<file path="config.mk">
export PLATFORM = sky130hd
export DESIGN_NAME = bike_light_turn_signal_controller_flat
export DESIGN_NICKNAME = d
export VERILOG_FILES = /design/src/rtl/blc_pkg.sv /design/src/rtl/blc_if.sv /design/src/rtl/blc_step.sv /design/src/rtl/bike_light_turn_signal_controller.sv /design/src/flat_wrapper.sv
export SDC_FILE = /design/constraint.sdc
export NUM_CORES = 1
export LEC_CHECK = 0
export BUFFER_PORTS_ARGS = -buffer_cell sky130_fd_sc_hd__buf_2
export CAP_MARGIN = 20
export CELL_PAD_IN_SITES_DETAIL_PLACEMENT = 1
export CELL_PAD_IN_SITES_GLOBAL_PLACEMENT = 2
export CORE_MARGIN = 1
export CORE_UTILIZATION = 34
export DETAILED_ROUTE_END_ITERATION = 8
export HOLD_SLACK_MARGIN = 0.12
export PLACE_DENSITY = 0.78
export SYNTH_ARGS = -nofsm -noshare
export SYNTH_HDL_FRONTEND = slang
export SYNTH_SLANG_ARGS = --single-unit
</file>
<file path="constraint.sdc">
create_clock -name clk -period 4.95 [get_ports clk]
set_clock_uncertainty 0.15 [all_clocks]
set_input_delay 0.495 -clock clk [delete_from_list [all_inputs] [get_ports clk]]
set_output_delay 0.495 -clock clk [all_outputs]
set_load 0.05 [all_outputs]
</file>
<file path="src/rtl/blc_pkg.sv">
package blc_pkg;

  localparam int unsigned TIME_W   = 32;
  localparam int unsigned CFG_W    = 16;
  localparam int unsigned CFG_IDX_W = 1;
  localparam int unsigned BTN_W    = 2;
  localparam int unsigned MODE_W   = 4;
  localparam int unsigned SCENE_W  = 3;

  // Register indexes on the configuration port
  localparam logic [CFG_IDX_W-1:0] CFG_TURN_TIME     = 1'd0;
  localparam logic [CFG_IDX_W-1:0] CFG_LOCK_DEBOUNCE = 1'd1;

  localparam logic [CFG_W-1:0] TURN_TIME_RST     = 16'd3000;
  localparam logic [CFG_W-1:0] LOCK_DEBOUNCE_RST = 16'd500;

  // Button sample codes
  localparam logic [BTN_W-1:0] BTN_REL   = 2'd0;
  localparam logic [BTN_W-1:0] BTN_SHORT = 2'd1;
  localparam logic [BTN_W-1:0] BTN_LONG  = 2'd2;

  // Rear scene codes; the front channel uses only bit 0 (off/on)
  localparam logic [SCENE_W-1:0] SC_OFF   = 3'd0;
  localparam logic [SCENE_W-1:0] SC_ON    = 3'd1;
  localparam logic [SCENE_W-1:0] SC_BLINK = 3'd2;
  localparam logic [SCENE_W-1:0] SC_LIT   = 3'd3;
  localparam logic [SCENE_W-1:0] SC_DARK  = 3'd4;

  // Mode codes as reported on the result channel
  localparam logic [MODE_W-1:0] MC_UNDEF    = 4'd0;
  localparam logic [MODE_W-1:0] MC_OFF      = 4'd1;
  localparam logic [MODE_W-1:0] MC_OFF_LOCK = 4'd2;
  localparam logic [MODE_W-1:0] MC_ON_LOCK  = 4'd3;
  localparam logic [MODE_W-1:0] MC_ON       = 4'd4;
  localparam logic [MODE_W-1:0] MC_TURN_L   = 4'd5;
  localparam logic [MODE_W-1:0] MC_TURN_R   = 4'd6;
  localparam logic [MODE_W-1:0] MC_LIT_L    = 4'd7;
  localparam logic [MODE_W-1:0] MC_LIT_R    = 4'd8;

  typedef enum logic [8:0] {
    MODE_UNDEF    = 9'b000000001,
    MODE_OFF      = 9'b000000010,
    MODE_OFF_LOCK = 9'b000000100,
    MODE_ON_LOCK  = 9'b000001000,
    MODE_ON       = 9'b000010000,
    MODE_TURN_L   = 9'b000100000,
    MODE_TURN_R   = 9'b001000000,
    MODE_LIT_L    = 9'b010000000,
    MODE_LIT_R    = 9'b100000000
  } mode_t;

  typedef struct packed {
    mode_t                mode;
    logic [TIME_W-1:0]    turn_start;
    logic [TIME_W-1:0]    lock_start;
    logic                 front_sel;
    logic [SCENE_W-1:0]   rear_left_sel;
    logic [SCENE_W-1:0]   rear_right_sel;
  } blc_state_t;

  typedef struct packed {
    logic front;
    logic rear_left;
    logic rear_right;
  } blc_chg_t;

  function automatic logic [MODE_W-1:0] mode_code(input mode_t m);
    logic [MODE_W-1:0] c;
    case (m)
      MODE_OFF:      c = MC_OFF;
      MODE_OFF_LOCK: c = MC_OFF_LOCK;
      MODE_ON_LOCK:  c = MC_ON_LOCK;
      MODE_ON:       c = MC_ON;
      MODE_TURN_L:   c = MC_TURN_L;
      MODE_TURN_R:   c = MC_TURN_R;
      MODE_LIT_L:    c = MC_LIT_L;
      MODE_LIT_R:    c = MC_LIT_R;
      default:       c = MC_UNDEF;
    endcase
    return c;
  endfunction

endpackage

</file>
<file path="src/rtl/blc_if.sv">
interface blc_in_if;
  import blc_pkg::*;
  logic               valid;
  logic               ready;
  logic [BTN_W-1:0]   left_button;
  logic [BTN_W-1:0]   right_button;
  logic [TIME_W-1:0]  now_ms;

  modport source(output valid, output left_button, output right_button, output now_ms,
                 input ready);
  modport sink(input valid, input left_button, input right_button, input now_ms,
               output ready);
endinterface

interface blc_out_if;
  import blc_pkg::*;
  logic               valid;
  logic               ready;
  logic [MODE_W-1:0]  mode;
  logic               front_scene;
  logic [SCENE_W-1:0] rear_left_scene;
  logic [SCENE_W-1:0] rear_right_scene;
  logic               front_changed;
  logic               rear_left_changed;
  logic               rear_right_changed;

  modport source(output valid, output mode, output front_scene, output rear_left_scene,
                 output rear_right_scene, output front_changed, output rear_left_changed,
                 output rear_right_changed, input ready);
  modport sink(input valid, input mode, input front_scene, input rear_left_scene,
               input rear_right_scene, input front_changed, input rear_left_changed,
               input rear_right_changed, output ready);
endinterface

</file>
<file path="src/rtl/blc_step.sv">
module blc_step
  import blc_pkg::*;
(
  input  blc_state_t         cur,
  input  logic [BTN_W-1:0]   left_button,
  input  logic [BTN_W-1:0]   right_button,
  input  logic [TIME_W-1:0]  now_ms,
  input  logic [CFG_W-1:0]   turn_time_ms,
  input  logic [CFG_W-1:0]   lock_debounce_ms,
  output blc_state_t         nxt,
  output blc_chg_t           chg
);

  logic              both_rel;
  logic              both_long;
  logic              left_short;
  logic              right_short;
  logic              lit;
  logic              is_left;
  logic              extend;
  logic              turn_left;
  logic              prev_lit_other;
  logic [SCENE_W-1:0] other_sc;
  logic [TIME_W-1:0] turn_age;
  logic [TIME_W-1:0] lock_age;
  logic              turn_over;
  logic              lock_over;
  mode_t             next_mode;

  assign both_rel    = (left_button == BTN_REL)   && (right_button == BTN_REL);
  assign both_long   = (left_button == BTN_LONG)  && (right_button == BTN_LONG);
  assign left_short  = (left_button == BTN_SHORT) && (right_button == BTN_REL);
  assign right_short = (left_button == BTN_REL)   && (right_button == BTN_SHORT);
  assign lit         = (cur.mode == MODE_LIT_L) || (cur.mode == MODE_LIT_R);
  assign is_left     = (cur.mode == MODE_TURN_L) || (cur.mode == MODE_LIT_L);

  // Elapsed time wraps modulo 2^32
  assign turn_age  = now_ms - cur.turn_start;
  assign lock_age  = now_ms - cur.lock_start;
  assign turn_over = turn_age > {{(TIME_W-CFG_W){1'b0}}, turn_time_ms};
  assign lock_over = lock_age > {{(TIME_W-CFG_W){1'b0}}, lock_debounce_ms};

  always_comb begin
    next_mode = cur.mode;
    extend    = 1'b0;
    nxt       = cur;
    chg       = '0;
    case (cur.mode)
      MODE_OFF_LOCK, MODE_ON_LOCK: begin
        if (both_rel && lock_over) begin
          next_mode = (cur.mode == MODE_OFF_LOCK) ? MODE_OFF : MODE_ON;
        end
      end
      MODE_OFF, MODE_ON: begin
        if (both_long) begin
          nxt.lock_start = now_ms;
          next_mode = (cur.mode == MODE_OFF) ? MODE_ON_LOCK : MODE_OFF_LOCK;
        end else if (left_short) begin
          next_mode = (cur.mode == MODE_OFF) ? MODE_TURN_L : MODE_LIT_L;
        end else if (right_short) begin
          next_mode = (cur.mode == MODE_OFF) ? MODE_TURN_R : MODE_LIT_R;
        end
      end
      MODE_TURN_L, MODE_TURN_R, MODE_LIT_L, MODE_LIT_R: begin
        if (is_left ? right_short : left_short) begin
          if (is_left) begin
            next_mode = lit ? MODE_LIT_R : MODE_TURN_R;
          end else begin
            next_mode = lit ? MODE_LIT_L : MODE_TURN_L;
          end
        end else if (is_left ? left_short : right_short) begin
          extend = 1'b1;
        end else if (turn_over) begin
          next_mode = lit ? MODE_ON : MODE_OFF;
        end
      end
      default: begin
        next_mode = MODE_OFF;
      end
    endcase

    // Scene selection on the far rear side depends on the mode before the step
    turn_left = (next_mode == MODE_TURN_L) || (next_mode == MODE_LIT_L);
    prev_lit_other = (cur.mode == MODE_ON) ||
                     (turn_left ? (cur.mode == MODE_LIT_R) : (cur.mode == MODE_LIT_L));
    other_sc = prev_lit_other ? SC_LIT : SC_DARK;

    if ((next_mode != cur.mode) || extend) begin
      case (next_mode)
        MODE_OFF, MODE_OFF_LOCK: begin
          nxt.front_sel      = SC_OFF[0];
          nxt.rear_left_sel  = SC_OFF;
          nxt.rear_right_sel = SC_OFF;
          chg                = '1;
        end
        MODE_ON, MODE_ON_LOCK: begin
          nxt.front_sel      = SC_ON[0];
          nxt.rear_left_sel  = SC_ON;
          nxt.rear_right_sel = SC_ON;
          chg                = '1;
        end
        MODE_TURN_L, MODE_TURN_R, MODE_LIT_L, MODE_LIT_R: begin
          nxt.turn_start = now_ms;
          if (!extend) begin
            nxt.rear_left_sel  = turn_left ? SC_BLINK : other_sc;
            nxt.rear_right_sel = turn_left ? other_sc : SC_BLINK;
            chg.rear_left      = 1'b1;
            chg.rear_right     = 1'b1;
          end
        end
        default: begin
        end
      endcase
      nxt.mode = next_mode;
    end
  end

endmodule

</file>
<file path="src/rtl/bike_light_turn_signal_controller.sv">
// Bike light and turn signal controller.
//
// in_if  : button samples (left_button, right_button, now_ms) under valid/ready.
// out_if : one result per sample: the mode after the step, the scene selected on
//          the front, rear left and rear right channels, and a changed pulse for
//          each channel whose scene was reselected by that sample.
// cfg_*  : write port for turn_time_ms (index 0) and lock_debounce_ms (index 1);
//          write only while no transaction is in flight.
//
// Timing: a sample is captured in an input register, the mode update runs as one
// short combinational step from that register into the controller state and the
// result register. A result passes through the input register and then the result
// register (two register stages), and one transaction is taken every cycle while
// out_if.ready stays high; the state feedback closes within that single step, so
// back-to-back samples see each other's updates.
//
// Reset (rst_n low, synchronous) empties both stages, puts the controller in the
// undefined mode with all scenes off and loads the register defaults 3000/500.
// When the receiver stalls, the result register holds; the input stage still
// takes one more sample and then drops in_if.ready until out_if.ready returns.
module bike_light_turn_signal_controller
  import blc_pkg::*;
(
  input  logic                  clk,
  input  logic                  rst_n,
  blc_in_if.sink                in_if,
  blc_out_if.source             out_if,
  input  logic                  cfg_we,
  input  logic [CFG_IDX_W-1:0]  cfg_index,
  input  logic [CFG_W-1:0]      cfg_wdata
);

  // Input stage
  logic              s1_v_r, s1_v_nxt;
  logic [BTN_W-1:0]  s1_left_r;
  logic [BTN_W-1:0]  s1_right_r;
  logic [TIME_W-1:0] s1_now_r;

  // Result stage
  logic               out_v_r, out_v_nxt;
  logic [MODE_W-1:0]  out_mode_r;
  logic               out_front_r;
  logic [SCENE_W-1:0] out_rl_r;
  logic [SCENE_W-1:0] out_rr_r;
  blc_chg_t           out_chg_r;

  // Controller state and configuration
  blc_state_t        st_r, st_nxt;
  blc_chg_t          chg;
  logic [CFG_W-1:0]  turn_time_r;
  logic [CFG_W-1:0]  lock_debounce_r;

  logic in_acc;
  logic advance;
  logic fire;

  // Advance when the result register is empty or being drained
  assign advance     = !out_v_r || out_if.ready;
  assign fire        = s1_v_r && advance;
  assign in_if.ready = !s1_v_r || advance;
  assign in_acc      = in_if.valid && in_if.ready;

  assign s1_v_nxt  = in_acc ? 1'b1 : (fire ? 1'b0 : s1_v_r);
  assign out_v_nxt = fire ? 1'b1 : (out_if.ready ? 1'b0 : out_v_r);

  blc_step u_step (
    .cur              (st_r),
    .left_button      (s1_left_r),
    .right_button     (s1_right_r),
    .now_ms           (s1_now_r),
    .turn_time_ms     (turn_time_r),
    .lock_debounce_ms (lock_debounce_r),
    .nxt              (st_nxt),
    .chg              (chg)
  );

  always_ff @(posedge clk) begin
    if (!rst_n) begin
      s1_v_r  <= 1'b0;
      out_v_r <= 1'b0;
    end else begin
      s1_v_r  <= s1_v_nxt;
      out_v_r <= out_v_nxt;
    end
  end

  // Payload of the input stage: load on every accepted transaction
  always_ff @(posedge clk) begin
    if (in_acc) begin
      s1_left_r  <= in_if.left_button;
      s1_right_r <= in_if.right_button;
      s1_now_r   <= in_if.now_ms;
    end
  end

  // Controller state advances together with the result register
  always_ff @(posedge clk) begin
    if (!rst_n) begin
      st_r.mode           <= MODE_UNDEF;
      st_r.turn_start     <= '0;
      st_r.lock_start     <= '0;
      st_r.front_sel      <= SC_OFF[0];
      st_r.rear_left_sel  <= SC_OFF;
      st_r.rear_right_sel <= SC_OFF;
    end else if (fire) begin
      st_r <= st_nxt;
    end
  end

  always_ff @(posedge clk) begin
    if (fire) begin
      out_mode_r  <= mode_code(st_nxt.mode);
      out_front_r <= st_nxt.front_sel;
      out_rl_r    <= st_nxt.rear_left_sel;
      out_rr_r    <= st_nxt.rear_right_sel;
      out_chg_r   <= chg;
    end
  end

  always_ff @(posedge clk) begin
    if (!rst_n) begin
      turn_time_r     <= TURN_TIME_RST;
      lock_debounce_r <= LOCK_DEBOUNCE_RST;
    end else if (cfg_we) begin
      case (cfg_index)
        CFG_TURN_TIME:     turn_time_r     <= cfg_wdata;
        CFG_LOCK_DEBOUNCE: lock_debounce_r <= cfg_wdata;
        default: begin
        end
      endcase
    end
  end

  assign out_if.valid              = out_v_r;
  assign out_if.mode               = out_mode_r;
  assign out_if.front_scene        = out_front_r;
  assign out_if.rear_left_scene    = out_rl_r;
  assign out_if.rear_right_scene   = out_rr_r;
  assign out_if.front_changed      = out_chg_r.front;
  assign out_if.rear_left_changed  = out_chg_r.rear_left;
  assign out_if.rear_right_changed = out_chg_r.rear_right;

endmodule
</file>
<file path="src/flat_wrapper.sv">
// flat-port wrapper written by rule: the top's interface ports become plain ports
module bike_light_turn_signal_controller_flat import blc_pkg::*;
  (clk, rst_n, cfg_we, cfg_index, cfg_wdata, in_if_valid, in_if_left_button, in_if_right_button, in_if_now_ms, in_if_ready, out_if_valid, out_if_mode, out_if_front_scene, out_if_rear_left_scene, out_if_rear_right_scene, out_if_front_changed, out_if_rear_left_changed, out_if_rear_right_changed, out_if_ready);
  blc_in_if in_if_i ();
  blc_out_if out_if_i ();
  input  logic clk;
  input  logic rst_n;
  input  logic cfg_we;
  input  logic [CFG_IDX_W-1:0] cfg_index;
  input  logic [CFG_W-1:0] cfg_wdata;
  input wire logic [$bits(in_if_i.valid)-1:0] in_if_valid;
  input wire logic [$bits(in_if_i.left_button)-1:0] in_if_left_button;
  input wire logic [$bits(in_if_i.right_button)-1:0] in_if_right_button;
  input wire logic [$bits(in_if_i.now_ms)-1:0] in_if_now_ms;
  output wire logic [$bits(in_if_i.ready)-1:0] in_if_ready;
  output wire logic [$bits(out_if_i.valid)-1:0] out_if_valid;
  output wire logic [$bits(out_if_i.mode)-1:0] out_if_mode;
  output wire logic [$bits(out_if_i.front_scene)-1:0] out_if_front_scene;
  output wire logic [$bits(out_if_i.rear_left_scene)-1:0] out_if_rear_left_scene;
  output wire logic [$bits(out_if_i.rear_right_scene)-1:0] out_if_rear_right_scene;
  output wire logic [$bits(out_if_i.front_changed)-1:0] out_if_front_changed;
  output wire logic [$bits(out_if_i.rear_left_changed)-1:0] out_if_rear_left_changed;
  output wire logic [$bits(out_if_i.rear_right_changed)-1:0] out_if_rear_right_changed;
  input wire logic [$bits(out_if_i.ready)-1:0] out_if_ready;
  assign in_if_i.valid = in_if_valid;
  assign in_if_i.left_button = in_if_left_button;
  assign in_if_i.right_button = in_if_right_button;
  assign in_if_i.now_ms = in_if_now_ms;
  assign in_if_ready = in_if_i.ready;
  assign out_if_valid = out_if_i.valid;
  assign out_if_mode = out_if_i.mode;
  assign out_if_front_scene = out_if_i.front_scene;
  assign out_if_rear_left_scene = out_if_i.rear_left_scene;
  assign out_if_rear_right_scene = out_if_i.rear_right_scene;
  assign out_if_front_changed = out_if_i.front_changed;
  assign out_if_rear_left_changed = out_if_i.rear_left_changed;
  assign out_if_rear_right_changed = out_if_i.rear_right_changed;
  assign out_if_i.ready = out_if_ready;
  bike_light_turn_signal_controller u_core (.clk(clk), .rst_n(rst_n), .in_if(in_if_i), .out_if(out_if_i), .cfg_we(cfg_we), .cfg_index(cfg_index), .cfg_wdata(cfg_wdata));
endmodule
</file>
Word-level counts from Yosys, hierarchy flattened
Cells that the tools add are included.
- add/sub/neg operators: 2
- $lt $le $gt $ge: 2
- equal/unequal tests: 29
- multiplexer cells: 39
- bitwise operators: 1
- reduce and logical (&&, ||, !) cells: 31
- operators with widths (kind ; number):
    $mux W9 ; 10
    $gt A32 B16 Y1 ; 2
    $sub A32 B32 Y32 ; 2
    $mux W41 ; 1
    $mux W32 ; 1
    $pmux W4 S8 ; 1
    $eq A9 B2 Y1 const B ; 3
    $eq A9 B3 Y1 const B ; 3
    $eq A9 B4 Y1 const B ; 3
    $eq A9 B5 Y1 const B ; 3
    $eq A9 B6 Y1 const B ; 3
    $eq A9 B7 Y1 const B ; 3
    $eq A9 B8 Y1 const B ; 3
    $eq A9 B9 Y1 const B ; 3
    $pmux W9 S3 ; 1
    $pmux W6 S3 ; 1
    $mux W8 ; 2
    $reduce_or A4 Y1 ; 3
    $mux W1 ; 11
    $mux W5 ; 2
    $mux W3 ; 3
    $ne A9 B9 Y1 ; 1
    $reduce_or A2 Y1 ; 4
    $logic_and A1 B1 Y1 ; 7
    other kinds (15) ; 28
- register bits: 164
- input port bits: 58
- output and inout bits: 16
- word-level logic and storage cells: 124

Depth between registers and ports, before layout
Gate-level depths: netlist of the first run.
- depth in word-level cells: 16
- mapped depth: 25
- gate-level depth less buffers: 23

By module
From an unflattened synthesis of the first run, not the netlist that was laid out.
- cell total of the unflattened synthesis: 1572
- area total of the unflattened synthesis: 12663.4 µm²
- modules (own cells, without submodules) (module ; times used ; cells an instance ; area each (µm²) ; sequential area each (µm²)):
    blc_step ; 1 ; 976 ; 6796.5 ; 0.0
    bike_light_turn_signal_controller ; 1 ; 596 ; 5866.9 ; 3783.6

Worst setup path after synthesis of the first run
OpenSTA, ideal clock, no wires.
- path kind: register -> register
- start: reg u_core.s1_now_r[9]
- end: reg u_core.out_rl_r[0] (netlist: u_core.out_if.rear_left_scene[0]), data pin
- library setup time: 264 ps
- arrival time: 4729 ps
- required time: 4536 ps
- path slack: -193 ps
- stages on the path, launching flop included: 22
- path buffers: 0
- period minus slack after synthesis: 5143 ps
- cells stage by stage: edfxtp_1 -> ha_1 -> a21oi_2 -> a21boi_1 -> or3_4 -> or2_1 -> nand2_1 -> nand2_1 -> xor2_1 -> ha_1 -> nand4_1 -> or4_1 -> a21o_1 -> o211ai_1 -> o21a_1 -> a2111oi_4 -> nand4_2 -> nor2_1 -> a311oi_1 -> nand4_1 -> and2_1 -> o41a_1
- RTL lines (what ; RTL line ; RTL):
    start: declaration ; bike_light_turn_signal_controller.sv:37 ; logic [TIME_W-1:0] s1_now_r;
    start signal: assignment ; bike_light_turn_signal_controller.sv:92 ; s1_now_r <= in_if.now_ms;
    end signal: assignment ; bike_light_turn_signal_controller.sv:114 ; out_rl_r <= st_nxt.rear_left_sel;
    end: declaration ; bike_light_turn_signal_controller.sv:43 ; logic [SCENE_W-1:0] out_rl_r;

Final worst setup path of the first run
- start: reg u_core.s1_now_r[2]
- end: reg u_core.st_r[3] in the netlist's numbering
- word-level cells in the longest chain between the ends: 15
- elaborated cells between the ends (all ways): 31
- those cells by class: 2 x add/sub; 2 x order compare; 9 x eq/ne; 11 x mux; 7 x reduce/logical
- ends and longest elaborated chain (what ; RTL line ; RTL):
    $sub A32 B32 Y32 ; blc_step.sv:38 ; assign turn_age = now_ms - cur.turn_start;
    $gt A32 B16 Y1 ; blc_step.sv:40 ; assign turn_over = turn_age > {{(TIME_W-CFG_W){1'b0}}, turn_time_ms};
    $mux W9 ; blc_step.sv:73 ; end else if (turn_over) begin
    $mux W9 ; blc_step.sv:71 ; end else if (is_left ? left_short : right_short) begin
    $mux W9 ; blc_step.sv:65 ; if (is_left ? right_short : left_short) begin
    $pmux W9 S3 * ; blc_step.sv:48 ; case (cur.mode)
    $eq A9 B6 Y1 or $eq A9 B8 Y1 (tied branches) ; blc_step.sv:83, blc_step.sv:89 ;
    $logic_or A1 B1 Y1 ; blc_step.sv:83 ; turn_left = (next_mode == MODE_TURN_L) || (next_mode == MODE_LIT_L);
    $mux W1 ; blc_step.sv:85 ; (turn_left ? (cur.mode == MODE_LIT_R) : (cur.mode == MODE_LIT_L));
    $logic_or A1 B1 Y1 ; blc_step.sv:84 ; prev_lit_other = (cur.mode == MODE_ON) ||
    $mux W3 ; blc_step.sv:86 ; other_sc = prev_lit_other ? SC_LIT : SC_DARK;
    $mux W3 ; blc_step.sv:105 ; nxt.rear_left_sel = turn_left ? SC_BLINK : other_sc;
    $mux W6 ; blc_step.sv:104 ; if (!extend) begin
    $pmux W6 S3 ; blc_step.sv:89 ; case (next_mode)
    $mux W7 * ; blc_step.sv:88 ; if ((next_mode != cur.mode) || extend) begin
    end signal: assignment ; bike_light_turn_signal_controller.sv:106 ; st_r <= st_nxt;
    end: declaration ; bike_light_turn_signal_controller.sv:48 ; blc_state_t st_r, st_nxt;
Mark *: on every way between the ends. The rest lies on a longest branch, timed or not.
A chain may end at the register's enable or synchronous reset.

==> results of run 1 <==
[cell type report]
cell class / count / area (sq um) / area share [%]
repair buffers: 310 / 2350 / 15.4
flip-flops and latches: 163 / 3750 / 24.6
clock buffers: 19 / 454 / 2.97
clock inverters: 13 / 96.3 / 0.631
multi-input cells: 1162 / 7600 / 49.8
inverters: 122 / 458 / 3.00
well taps: 448 / 561 / 3.67
[synthesized netlist by cell type, types with 5 or more instances]
master      n
nor3_1     27
a311oi_1    5
o21ai_0    81
a21oi_1   160
nor2_1     75
dfxtp_1   114
a211o_1     8
xnor2_1    15
a31o_2      5
o211ai_1   30
clkbuf_1   51
mux2i_1    40
and2_1     13
and4_1      9
xor2_1     26
a211oi_1   15
and3_1      9
nand2b_1   22
o211a_1     5
nor4_1     10
or3_1      10
ha_1       94
o21a_1     16
nor2b_1    13
a21o_1     26
inv_1     122
nand3_1    16
or2_2       8
edfxtp_1   49
a31oi_1    16
nand2_1   286
nand4_1    28
[kinds of logic after synthesis]
kind of cell / after synthesis
flops: 163
simple gates: 556
compound gates: 428
fa+ha+maj: 97
xor+xnor: 41
mux: 40
buf+inv: 185
[worst max-delay path, cell delays in order (launching register included)]
cell and delay, ns:
edfxtp_1 0.45, ha_1 0.43, o2111ai_4 0.17, buf_4 0.18, a21oi_2 0.25, or2_4 0.19, nand2_2 0.05, nand2_1 0.08
xor2_1 0.07, ha_1 0.30, nand4_1 0.13, or4_4 0.58, o21a_4 0.25, a2111oi_4 0.31, nand4_4 0.18, o31a_1 0.27
or3_4 0.39, a211oi_4 0.26, buf_4 0.15, buf_6 0.13, buf_8 0.12, nor2_1 0.05, a311oi_1 0.30
[stage by stage]
step	worst slack, ns	setup TNS, ns	instance area, sq um
2_1_floorplan	-0.00864	-0.200	11900
3_3_place_gp	-0.429	-19.86	13900
3_5_place_dp	-0.555	-26.17	13900
4_1_cts	-0.522	-21.32	15000
5_1_grt	-0.810	-37.70	15300
6_report	-0.594	-25.75	15300
[worst min path at each step]
stage / start / slack (ns) / cells past startpoint / end
6_report: cfg_wdata[10] / 0.17 / 3 / u_core.turn_time_r[10]
5_1_grt: cfg_wdata[13] / 0.16 / 3 / u_core.turn_time_r[13]
2_1_floorplan: u_core.st_r[2] / 0.28 / 2 / u_core.st_r[2]
4_1_cts: cfg_wdata[0] / 0.14 / 3 / u_core.turn_time_r[0]
3_3_place_gp: u_core.st_r[2] / 0.29 / 2 / u_core.st_r[2]
3_5_place_dp: u_core.st_r[17] / 0.30 / 2 / u_core.st_r[17]
[registers in the layout, indices dropped and copies added, names as in the netlist]
name                              flops
u_core.s1_now_r                      32
u_core.out_if.front_changed           1
u_core.turn_time_r                   16
u_core.lock_debounce_r               16
u_core.st_r                          80
u_core.s1_right_r                     2
u_core.s1_left_r                      2
u_core.s1_v_r                         1
u_core.out_if.rear_right_changed      1
u_core.out_if.rear_left_scene         3
u_core.out_if.mode                    4
u_core.out_if.valid                   1
u_core.out_if.rear_right_scene        3
u_core.out_if.front_scene             1
[metal layers]
layer	part of all wire [%]	global-route usage [%]	wire, um
met1	46	30.2	19500
met2	50	42.5	21000
met3	2.1	2.74	886
met4	2.1	7.04	902
met5	0	0	0
[power by group]
part           switching (mW)  internal, mW  total [mW]
Clock                   0.623         0.679        1.30
Sequential             0.0349          1.42        1.45
Combinational           0.466         0.349       0.814
[timing repair]
action,in CTS,in global routing
pin swaps,3,27
endpoints found under the setup margin,58,60
resized for setup,17,38
gates cloned,1,1
hold endpoints to repair,37,0
buffers inserted,8,10
hold buffers,37,0
==> reports/metrics.csv, run 1 <==
metric;value;unit
status;finished, violations left;
violations;negative setup slack;
clkLatencyLatePin;0.45;ns
cts_buffers;17;
max_freq;0.180;GHz
synth_compound_area_share;23.1;%
synth_top_family_by_area;compound AO/OA/AOI/OAI gates;
fillers;4158;
wirelength;42300;um
synthMuxAreaShare;3.38;%
async_flop_share;0;%
hold_class;input pin to flop;
period_share;112;%
slew_violations;0;
final_cell_mix;nand2_1, buf_4, a21oi_1;
cp_data_arrival_time;5.74;ns
regToRegSetupSlack;-0.59;ns
yosys_warnings;0;
fin_nets;1930;
finalPower;3.57;mW
crit_start;u_core.s1_now_r[2];
grt_pass1_wl;66700;um
grt_use_total;23.9;%
r2r_start;u_core.s1_now_r[2];
seq_area_frac_synth;31.7;%
firstDrtPassIters;7;
period_minus_slack;5.54;ns
viasPerCell;5.36;
ys.flop_type;dfxtp_1;
synth_area;11800;sq um
drive_gt1_share;20.9;%
total_leakage_power;6.09;nW
worst-path-max-fanout;5;
yosysTopAreaCell;dfxtp_1;
grt_antenna_before_repair;0;
required;5.15;ns
crit_end;u_core.st_r[3];
dp.cells;2149;
setup-violations-final;58;
cts-root-buf;clkbuf_16;
grt_max_degree;84;
synth_top_area_share;19.3;%
path_clk_slew;0.07;ns
h-tree-depth;4;
drv_cap;0;
synth-seq-cells;163;
portBuffers;73;
power.density;234;nW/um^2
grt_pass1_vias;12400;
area_growth_syn_to_layout;29.1;%
grt_overflow;0;
finalHoldViolCount;0;
synth-edff-count;49;
synth.distinct_cells;84;
num_rows;67;
drt-initial-drc-count;495;
timing.rr.end;u_core.st_r[3];
crit_path_end_kind;flop;
drc;0;
die_area;35500;sq um
max-vdd-ir-drop;0.249;mV
slew_headroom;31.8;%
wire_per_inst;18.9;um
dieHeight;189;um
r2r_cells;22;
cts_sinks;163;
synth_xor_xnor_area_share;3.04;%
crit_type;flop to flop;
initial_core_util;34.9;%
vias;12000;
antenna_left;0;
synthAdderAreaFrac;10.4;%
setup_ws;-0.594;ns
cts_buffer_depth;2;
synth-simple-area-share;22.2;%
ys_top_cells_by_area;dfxtp_1, edfxtp_1, ha_1;
syn_area_per_cell;7.84;sq um
layout_commonest_cell;nand2_1;
syn-instance-count;1510;
num_antenna_cells;0;
syn-num-nets;1664;
fin_util;45.1;%
rsz0062_at_grt;true;
fin_hold_ws;0.166;ns
coreArea;33900;sq um
gp_congestion;0.891;
startpoint_type;flop;
hpwl;32600;um
ios;74;
tightest_slew;1.02;ns
stdcell_count;2237;
cts_tree;done;
fp.dieW;189;um
No activity file was read; power rests on OpenSTA's default activity.
==> run 2, diff against run 1 <==
--- a/config.mk
+++ b/config.mk
@@ -7,13 +7,14 @@
 export LEC_CHECK = 0
 export BUFFER_PORTS_ARGS = -buffer_cell sky130_fd_sc_hd__buf_2
 export CAP_MARGIN = 20
-export CELL_PAD_IN_SITES_DETAIL_PLACEMENT = 1
-export CELL_PAD_IN_SITES_GLOBAL_PLACEMENT = 2
+export CELL_PAD_IN_SITES_DETAIL_PLACEMENT = 0
+export CELL_PAD_IN_SITES_GLOBAL_PLACEMENT = 1
 export CORE_MARGIN = 1
-export CORE_UTILIZATION = 34
+export CORE_UTILIZATION = 39
 export DETAILED_ROUTE_END_ITERATION = 8
 export HOLD_SLACK_MARGIN = 0.12
-export PLACE_DENSITY = 0.78
+export PLACE_DENSITY = 0.76
 export SYNTH_ARGS = -nofsm -noshare
 export SYNTH_HDL_FRONTEND = slang
+export SYNTH_HIERARCHICAL = 1
 export SYNTH_SLANG_ARGS = --single-unit
==> run 2 against run 1 <==
Effect of this change: the flow still finishes with violations (negative setup slack); sequential power hardly changed; combinational power decreased by 2%; power up 1.6%; final cell count barely moved; largest cell class unchanged.
==> reports/metrics.csv, run 2 <==
metric;value;unit;change
synth-seq-cells;164;;+0.61%
cts_sinks;164;;+0.61%
ys.flop_type;dfxtp_1;;
yosys_warnings;6;;+6
gp_congestion;0.888;;-0.31%
portBuffers;73;;unchanged
cts_buffers;17;;unchanged
r2r_start;u_core/s1_now_r[0];;
multi_input_area;8490;sq um;+12%
crit_type;flop to flop;;
finalPower;3.63;mW;+1.6%
final_cell_mix;buf_4, a21oi_1, nand2_1;;
crit_cells;31;;+41%
r2r_cells;31;;+41%
vias;12500;;+4.2%
violations;negative setup slack;;
ys_top_cells_by_area;dfxtp_1, edfxtp_1, ha_1;;
die_area;33200;sq um;-6.6%
dieHeight;182;um;-3.4%
synth-edff-count;50;;+2.0%
period_share;115;%;+3.2 points
dp.cells;2152;;+0.14%
top_register;u_core/st_r;;
yosysTopAreaCell;dfxtp_1;;
coreArea;31700;sq um;-6.3%
viasPerCell;5.58;;+4.1%
drv_cap;0;;unchanged
max-vdd-ir-drop;0.266;mV;+6.9%
fin_nets;1978;;+2.5%
regToRegSetupSlack;-0.75;ns;-0.16 ns
startpoint_type;flop;;
largest_register_ffs;80;;unchanged
cp_data_arrival_time;5.85;ns;+0.11 ns
syn_area_per_cell;8.06;sq um;+2.8%
ios;74;;unchanged
crit_start;u_core/s1_now_r[0];;
grt_overflow;0;;unchanged
crit_path_end_kind;flop;;
wl_met1;18000;um;-8.1%
yosysMostFrequentCell;a21oi_1;;
fillers;3043;;-27%
drt-initial-drc-count;948;;+92%
async_flop_share;0;%;unchanged
drc;0;;unchanged
required;5.10;ns;-0.05 ns
crit_end;u_core/st_r[39];;
wire_per_inst;17.5;um;-7.3%
grt_pass1_wl;62600;um;-6.2%
antenna_left;0;;unchanged
cts_buffer_depth;2;;unchanged
slowest_delay;0.40;ns;-0.18 ns
reg_top3;u_core/st_r: 80 flops, u_core/s1_now_r: 32 flops;;
max_freq;0.175;GHz;-2.8%
cts-root-buf;clkbuf_16;;
grt_pass1_vias;12200;;-1.3%
initial_core_util;39.9;%;+5.0 points
status;finished, violations left;;
stdcell_count;2239;;+0.089%
slew_headroom;29.3;%;-2.5 points
timing.rr.end;u_core/st_r[39];;
setup_ws;-0.753;ns;-0.160 ns
wirelength;39200;um;-7.2%
rsz0062_at_grt;true;;
met3WireLength;1500;um;+70%
path_clk_slew;0.07;ns;about the same
hold_class;input pin to flop;;
synth_top_area_share;18.0;%;-1.3 points
grt_antenna_before_repair;0;;unchanged
synth_area;12700;sq um;+7.0%
firstDrtPassIters;7;;unchanged
fp.dieW;182;um;-3.4%
syn-instance-count;1572;;+4.1%
cts_tree;done;;
setup-violations-final;58;;unchanged
area_growth_syn_to_layout;28.8;%;
grt_max_degree;83;;-1.2%
hpwl;27900;um;-15%
seq_area_frac_synth;29.9;%;-1.8 points
clkLatencyLatePin;0.46;ns;about the same
h-tree-depth;4;;unchanged
critPathTopFamily;compound AO/OA/AOI/OAI gates;;
met2_wirelength;18900;um;-9.7%
synth_commonest_cells;a21oi_1, nand2_1, o21ai_0;;
seqCellArea;3790;sq um;+0.90%
power.density;222;nW/um^2;-4.9%
worst-path-max-fanout;7;;+2
top_layer_used;met4;;
layout_commonest_cell;buf_4;;
tightest_slew;1.06;ns;+0.0375 ns
num_antenna_cells;0;;unchanged
grt_use_total;23.8;%;-0.15 points
finalHoldViolCount;0;;unchanged
drive_gt1_share;27.5;%;+6.6 points
syn-num-nets;1726;;+3.7%
slew_violations;0;;unchanged
num_rows;65;;-3.0%
synth.distinct_cells;96;;+14%
crit_path_top_delay_cell;edfxtp_1;;
cp.buffers_inverters;5;;+1
period_minus_slack;5.70;ns;+0.160 ns
total_leakage_power;6.49;nW;+6.7%
-- run 2: layer usage --
layer / vias to the layer above / GRT usage, %
met2: 300 / 41.0
met1: 5959 / 30.5
met3: 50 / 3.09
met4: 0 / 7.83
met5: - / 0
li1: 6192 / -
-- run 2: area by class of cell --
cell class | instances | area share (%)
Clock buffer | 18 | 2.63
Clock inverter | 14 | 0.929
Inverter | 119 | 2.74
Multi-Input combinational cell | 1195 | 52.1
Sequential cell | 164 | 23.2
Tap cell | 402 | 3.08
Timing Repair Buffer | 327 | 15.3
-- run 2: power by group --
group | leakage, nW | internal, mW | total (mW) | switching [mW]
clock network | 0.272 | 0.749 | 1.37 | 0.620
registers | 1.41 | 1.42 | 1.46 | 0.0350
logic | 4.81 | 0.344 | 0.796 | 0.452
total | 6.49 | 2.52 | 3.62 | 1.11
-- run 2: cells by family (layout without fill, tap and decap cells) --
| kind of cell | Yosys count | in the layout | share of synthesized area [%] |
|---|---|---|---|
| compound gates | 491 | 491 | 23.8 |
| xor+xnor | 51 | 51 | 3.53 |
| fa+ha+maj | 96 | 96 | 9.60 |
| buf+inv | 213 | 478 | 7.09 |
| flops | 164 | 164 | 29.9 |
| mux | 68 | 68 | 6.89 |
| other cells | 1 | 1 | 0.0296 |
| simple gates | 488 | 488 | 19.2 |
-- run 2: what timing repair did --
| item | CTS | global route |
|---|---|---|
| endpoints found under the setup margin | 61 | 61 |
| hold endpoints to repair | 38 | 0 |
| cloned | 3 | 0 |
| gates resized for setup | 41 | 42 |
| buffers inserted | 5 | 10 |
| pin swaps | 29 | 24 |
| hold buffers | 38 | 0 |
-- run 2: how the worst min path moves through the flow --
stage                                          start                         end  slack [ns]  cells past startpoint
final                                   cfg_wdata[5]   u_core/lock_debounce_r[5]        0.15                      3
after global routing                   cfg_wdata[10]      u_core/turn_time_r[10]        0.15                      3
after CTS                               cfg_wdata[1]   u_core/lock_debounce_r[1]        0.12                      3
after detailed placement       u_core/turn_time_r[6]       u_core/turn_time_r[6]        0.30                      2
after global placement    u_core/lock_debounce_r[15]  u_core/lock_debounce_r[15]        0.30                      2
after floorplan           u_core/lock_debounce_r[10]  u_core/lock_debounce_r[10]        0.29                      2
-- run 2: per-stage QoR --
step / hold slack, ns / worst slack, ns / area (sq um) / TNS [ns] / utilization, %
6_report: 0.149 / -0.753 / 16300 / -36.88 / 51.4
3_3_place_gp: 0.295 / -0.863 / 14800 / -41.41 / 46.6
2_1_floorplan: 0.286 / -0.555 / 12900 / -20.49 / -
5_1_grt: 0.147 / -1.10 / 16300 / -56.21 / 51.4
4_1_cts: 0.124 / -0.772 / 16100 / -37.47 / 50.6
3_5_place_dp: 0.298 / -0.947 / 14800 / -46.93 / 46.6
-- run 2: worst min-delay path, delay by kind of cell --
| kind | cells | cell delay [ns] |
|---|---|---|
| buf+inv | 1 | 0.10 |
| simple gates | 2 | 0.13 |
==> run 3, diff against run 2 <==
--- a/config.mk
+++ b/config.mk
@@ -5,6 +5,7 @@
 export SDC_FILE = /design/constraint.sdc
 export NUM_CORES = 1
 export LEC_CHECK = 0
+export ABC_AREA = 1
 export BUFFER_PORTS_ARGS = -buffer_cell sky130_fd_sc_hd__buf_2
 export CAP_MARGIN = 20
 export CELL_PAD_IN_SITES_DETAIL_PLACEMENT = 0
@@ -13,7 +14,7 @@
 export CORE_UTILIZATION = 39
 export DETAILED_ROUTE_END_ITERATION = 8
 export HOLD_SLACK_MARGIN = 0.12
-export PLACE_DENSITY = 0.76
+export PLACE_DENSITY = 0.8
 export SYNTH_ARGS = -nofsm -noshare
 export SYNTH_HDL_FRONTEND = slang
 export SYNTH_HIERARCHICAL = 1
==> run 3 against run 2 <==
Effect of this change: the flow now finishes without violations; synthesized area increased by 3.6%; non-clock buffer count decreased by 171; critical endpoint is now u_core/st_r[51]; sequential share of layout area increased by 1.2 points; hold slack improved by 0.0076 ns; global-route usage decreased by 0.39 points; setup slack improved by 1.0 ns; critical path type unchanged; clock power about the same; highest routed layer unchanged.
==> reports/metrics.csv, run 3 <==
metric;value;unit;change
status;finished, final reports clean;;
num_rows;66;;+1.5%
crit_path_end_kind;flop;;
wire_per_inst;15.1;um;-14%
required;5.14;ns;+0.04 ns
reg_top3;u_core/st_r: 80 flops, u_core/s1_now_r: 32 flops;;
synth_area;13100;sq um;+3.6%
top_register;u_core/st_r;;
cts_buffers;17;;unchanged
pre_cts_ws;0.0764;ns;+1.02 ns
finalHoldViolCount;0;;unchanged
wirelength;39700;um;+1.3%
setup_ws;0.283;ns;+1.04 ns
grt_antenna_before_repair;0;;unchanged
grt_overflow;0;;unchanged
hpwl;30100;um;+7.9%
ios;74;;unchanged
rsz0062_at_grt;true;;
ys_top_cells_by_area;dfxtp_1, nand2_1, edfxtp_1;;
drc;0;;unchanged
syn-instance-count;2050;;+30%
yosys_warnings;6;;unchanged
async_flop_share;0;%;unchanged
final_cell_mix;nand2_1, nor2_1, inv_1;;
cts_sinks;164;;unchanged
grt_max_degree;114;;+37%
num_antenna_cells;0;;unchanged
max-vdd-ir-drop;0.292;mV;+9.8%
gr-usage-met2;38.7;%;-2.3 points
seq_area_frac_synth;28.8;%;-1.0 points
use_met3;3.48;%;+0.39 points
cp_data_arrival_time;4.86;ns;-0.99 ns
total_leakage_power;7.53;nW;+16%
dieHeight;185;um;+1.8%
crit_type;flop to flop;;
drt-initial-drc-count;779;;-18%
slew_headroom;27.1;%;-2.2 points
grt_pass1_vias;11900;;-2.4%
coreArea;32800;sq um;+3.4%
tightest_slew;1.09;ns;+0.0327 ns
cp.buffers_inverters;3;;-2
setup-violations-final;0;;-100%
period_share;94.3;%;-21 points
largest_register_ffs;80;;unchanged
drive_gt1_share;14.9;%;-13 points
drv_cap;0;;unchanged
placed_area;13900;sq um;-6.1%
yosysTopAreaCell;dfxtp_1;;
slowest_delay;0.51;ns;+0.11 ns
layout_commonest_cell;nand2_1;;
die_area;34400;sq um;+3.6%
tns;0;ns;+36.88 ns
slew_violations;0;;unchanged
syn-num-nets;2204;;+28%
finalPower;4.26;mW;+17%
syn_area_per_cell;6.40;sq um;-21%
fp.dieW;185;um;+1.8%
grt_pass1_wl;61900;um;-1.0%
synth_top_area_share;17.4;%;-0.63 points
vias;12900;;+2.9%
cp_common_cell;nand2_1;;
gp_congestion;0.930;;+4.7%
fin_nets;2332;;+18%
worst-path-max-fanout;7;;unchanged
max_freq;0.214;GHz;+22%
period_minus_slack;4.67;ns;-1.04 ns
power.density;275;nW/um^2;+24%
viasPerCell;4.89;;-12%
initial_core_util;40.0;%;+0.091 points
cts-root-buf;clkbuf_16;;
synth.distinct_cells;51;;-47%
grt_use_total;23.4;%;-0.39 points
cts_buffer_depth;2;;unchanged
cts_tree;done;;
antenna_left;0;;unchanged
synth_commonest_cells;nand2_1, nor2_1, inv_1;;
startpoint_type;flop;;
hold_class;input pin to flop;;
synth-seq-cells;164;;unchanged
synth-edff-count;50;;unchanged
firstDrtPassIters;5;;-2
path_clk_slew;0.07;ns;about the same
fin_hold_ws;0.157;ns;+0.00762 ns
clkLatencyLatePin;0.46;ns;about the same
ys.flop_type;dfxtp_1;;
h-tree-depth;4;;unchanged
critPathTopFamily;simple AND/OR/NAND/NOR gates;;
busiest_layer;met2;;
portBuffers;73;;unchanged
crit_path_top_delay_cell;edfxtp_1;;
yosysMostFrequentCell;nand2_1;;
design_area;15500;sq um;-5.2%
area_growth_syn_to_layout;17.9;%;
grt_use_met1;31.2;%;+0.70 points
-- run 3: changes by cell type in the layout (fill, tap and decap cells not counted), sizes merged, moves of 29 or more --
| cell | before | now |
|---|---|---|
| inv | 124 | 344 |
| nor2 | 77 | 351 |
| nand2 | 149 | 577 |
| mux2 | 63 | 0 |
| a21oi | 195 | 88 |
| o21ai | 146 | 198 |
| buf | 289 | 113 |
| nand3 | 119 | 90 |
-- run 3: power by group --
part / switching (mW) / internal (mW)
Combinational: 0.843 / 0.509
Clock: 0.583 / 0.772
Sequential: 0.0756 / 1.47
Total: 1.50 / 2.75
-- run 3: logic make-up after synthesis --
| kind of cell | synth area share, % |
|---|---|
| flops | 28.8 |
| simple gates | 33.6 |
| buf+inv | 12.7 |
| compound gates | 13.4 |
| other cells | 0.0286 |
| xor+xnor | 2.20 |
| fa+ha+maj | 9.27 |
-- run 3: routing by layer --
layer / vias to the layer above / share of wire (%)
met5: - / 0
met4: 0 / 1.7
met3: 37 / 3.7
met2: 224 / 47
met1: 5924 / 47
li1: 6680 / -
-- run 3: area by class of cell --
cell class,count,area (sq um)
repair buffers,156,1200
well taps,442,553
flip-flops and latches,164,3780
inverters,343,1290
fillers,3478,17300
clock inverters,12,126
clock buffers,20,458
multi-input cells,1496,8050
-- run 3: worst reg2reg max path, delay by kind of cell, from the launching register on --
kind | cells | cell delay [ns]
AOI/OAI and AO/OA | 3 | 0.39
adders and majority gates | 2 | 0.60
buffers and inverters | 3 | 0.39
and+or+nand+nor | 25 | 2.31
DFF | 1 | 0.51
xor gates and xnor gates | 1 | 0.19
-- run 3: timing repair --
action / 4_1_cts / 5_1_grt
buffers inserted: 0 / 11
gates resized for setup: 0 / 89
setup endpoints to repair: 0 / 53
hold buffers: 41 / 0
endpoints found under the hold margin: 43 / 0
-- run 3: path summary, 6_finish.rpt --
path	from	to	cells after the start	slack [ns]
worst min-delay path	cfg_wdata[7]	u_core/lock_debounce_r[7]	3	0.16
worst max-delay path	u_core/s1_now_r[2]	u_core/st_r[51]	34	0.28
worst max register to register	u_core/s1_now_r[2]	u_core/st_r[51]	34	0.28
worst min register to register	u_core/turn_time_r[5]	u_core/turn_time_r[5]	2	0.31
-- run 3: per-stage QoR --
stage | util, % | instances
after CTS | 45.4 | 2617
after global routing | 47.2 | 2633
final | 47.2 | 2633
after floorplan | - | 2050
after detailed placement | 42.4 | 2544
after global placement | 42.4 | 2544
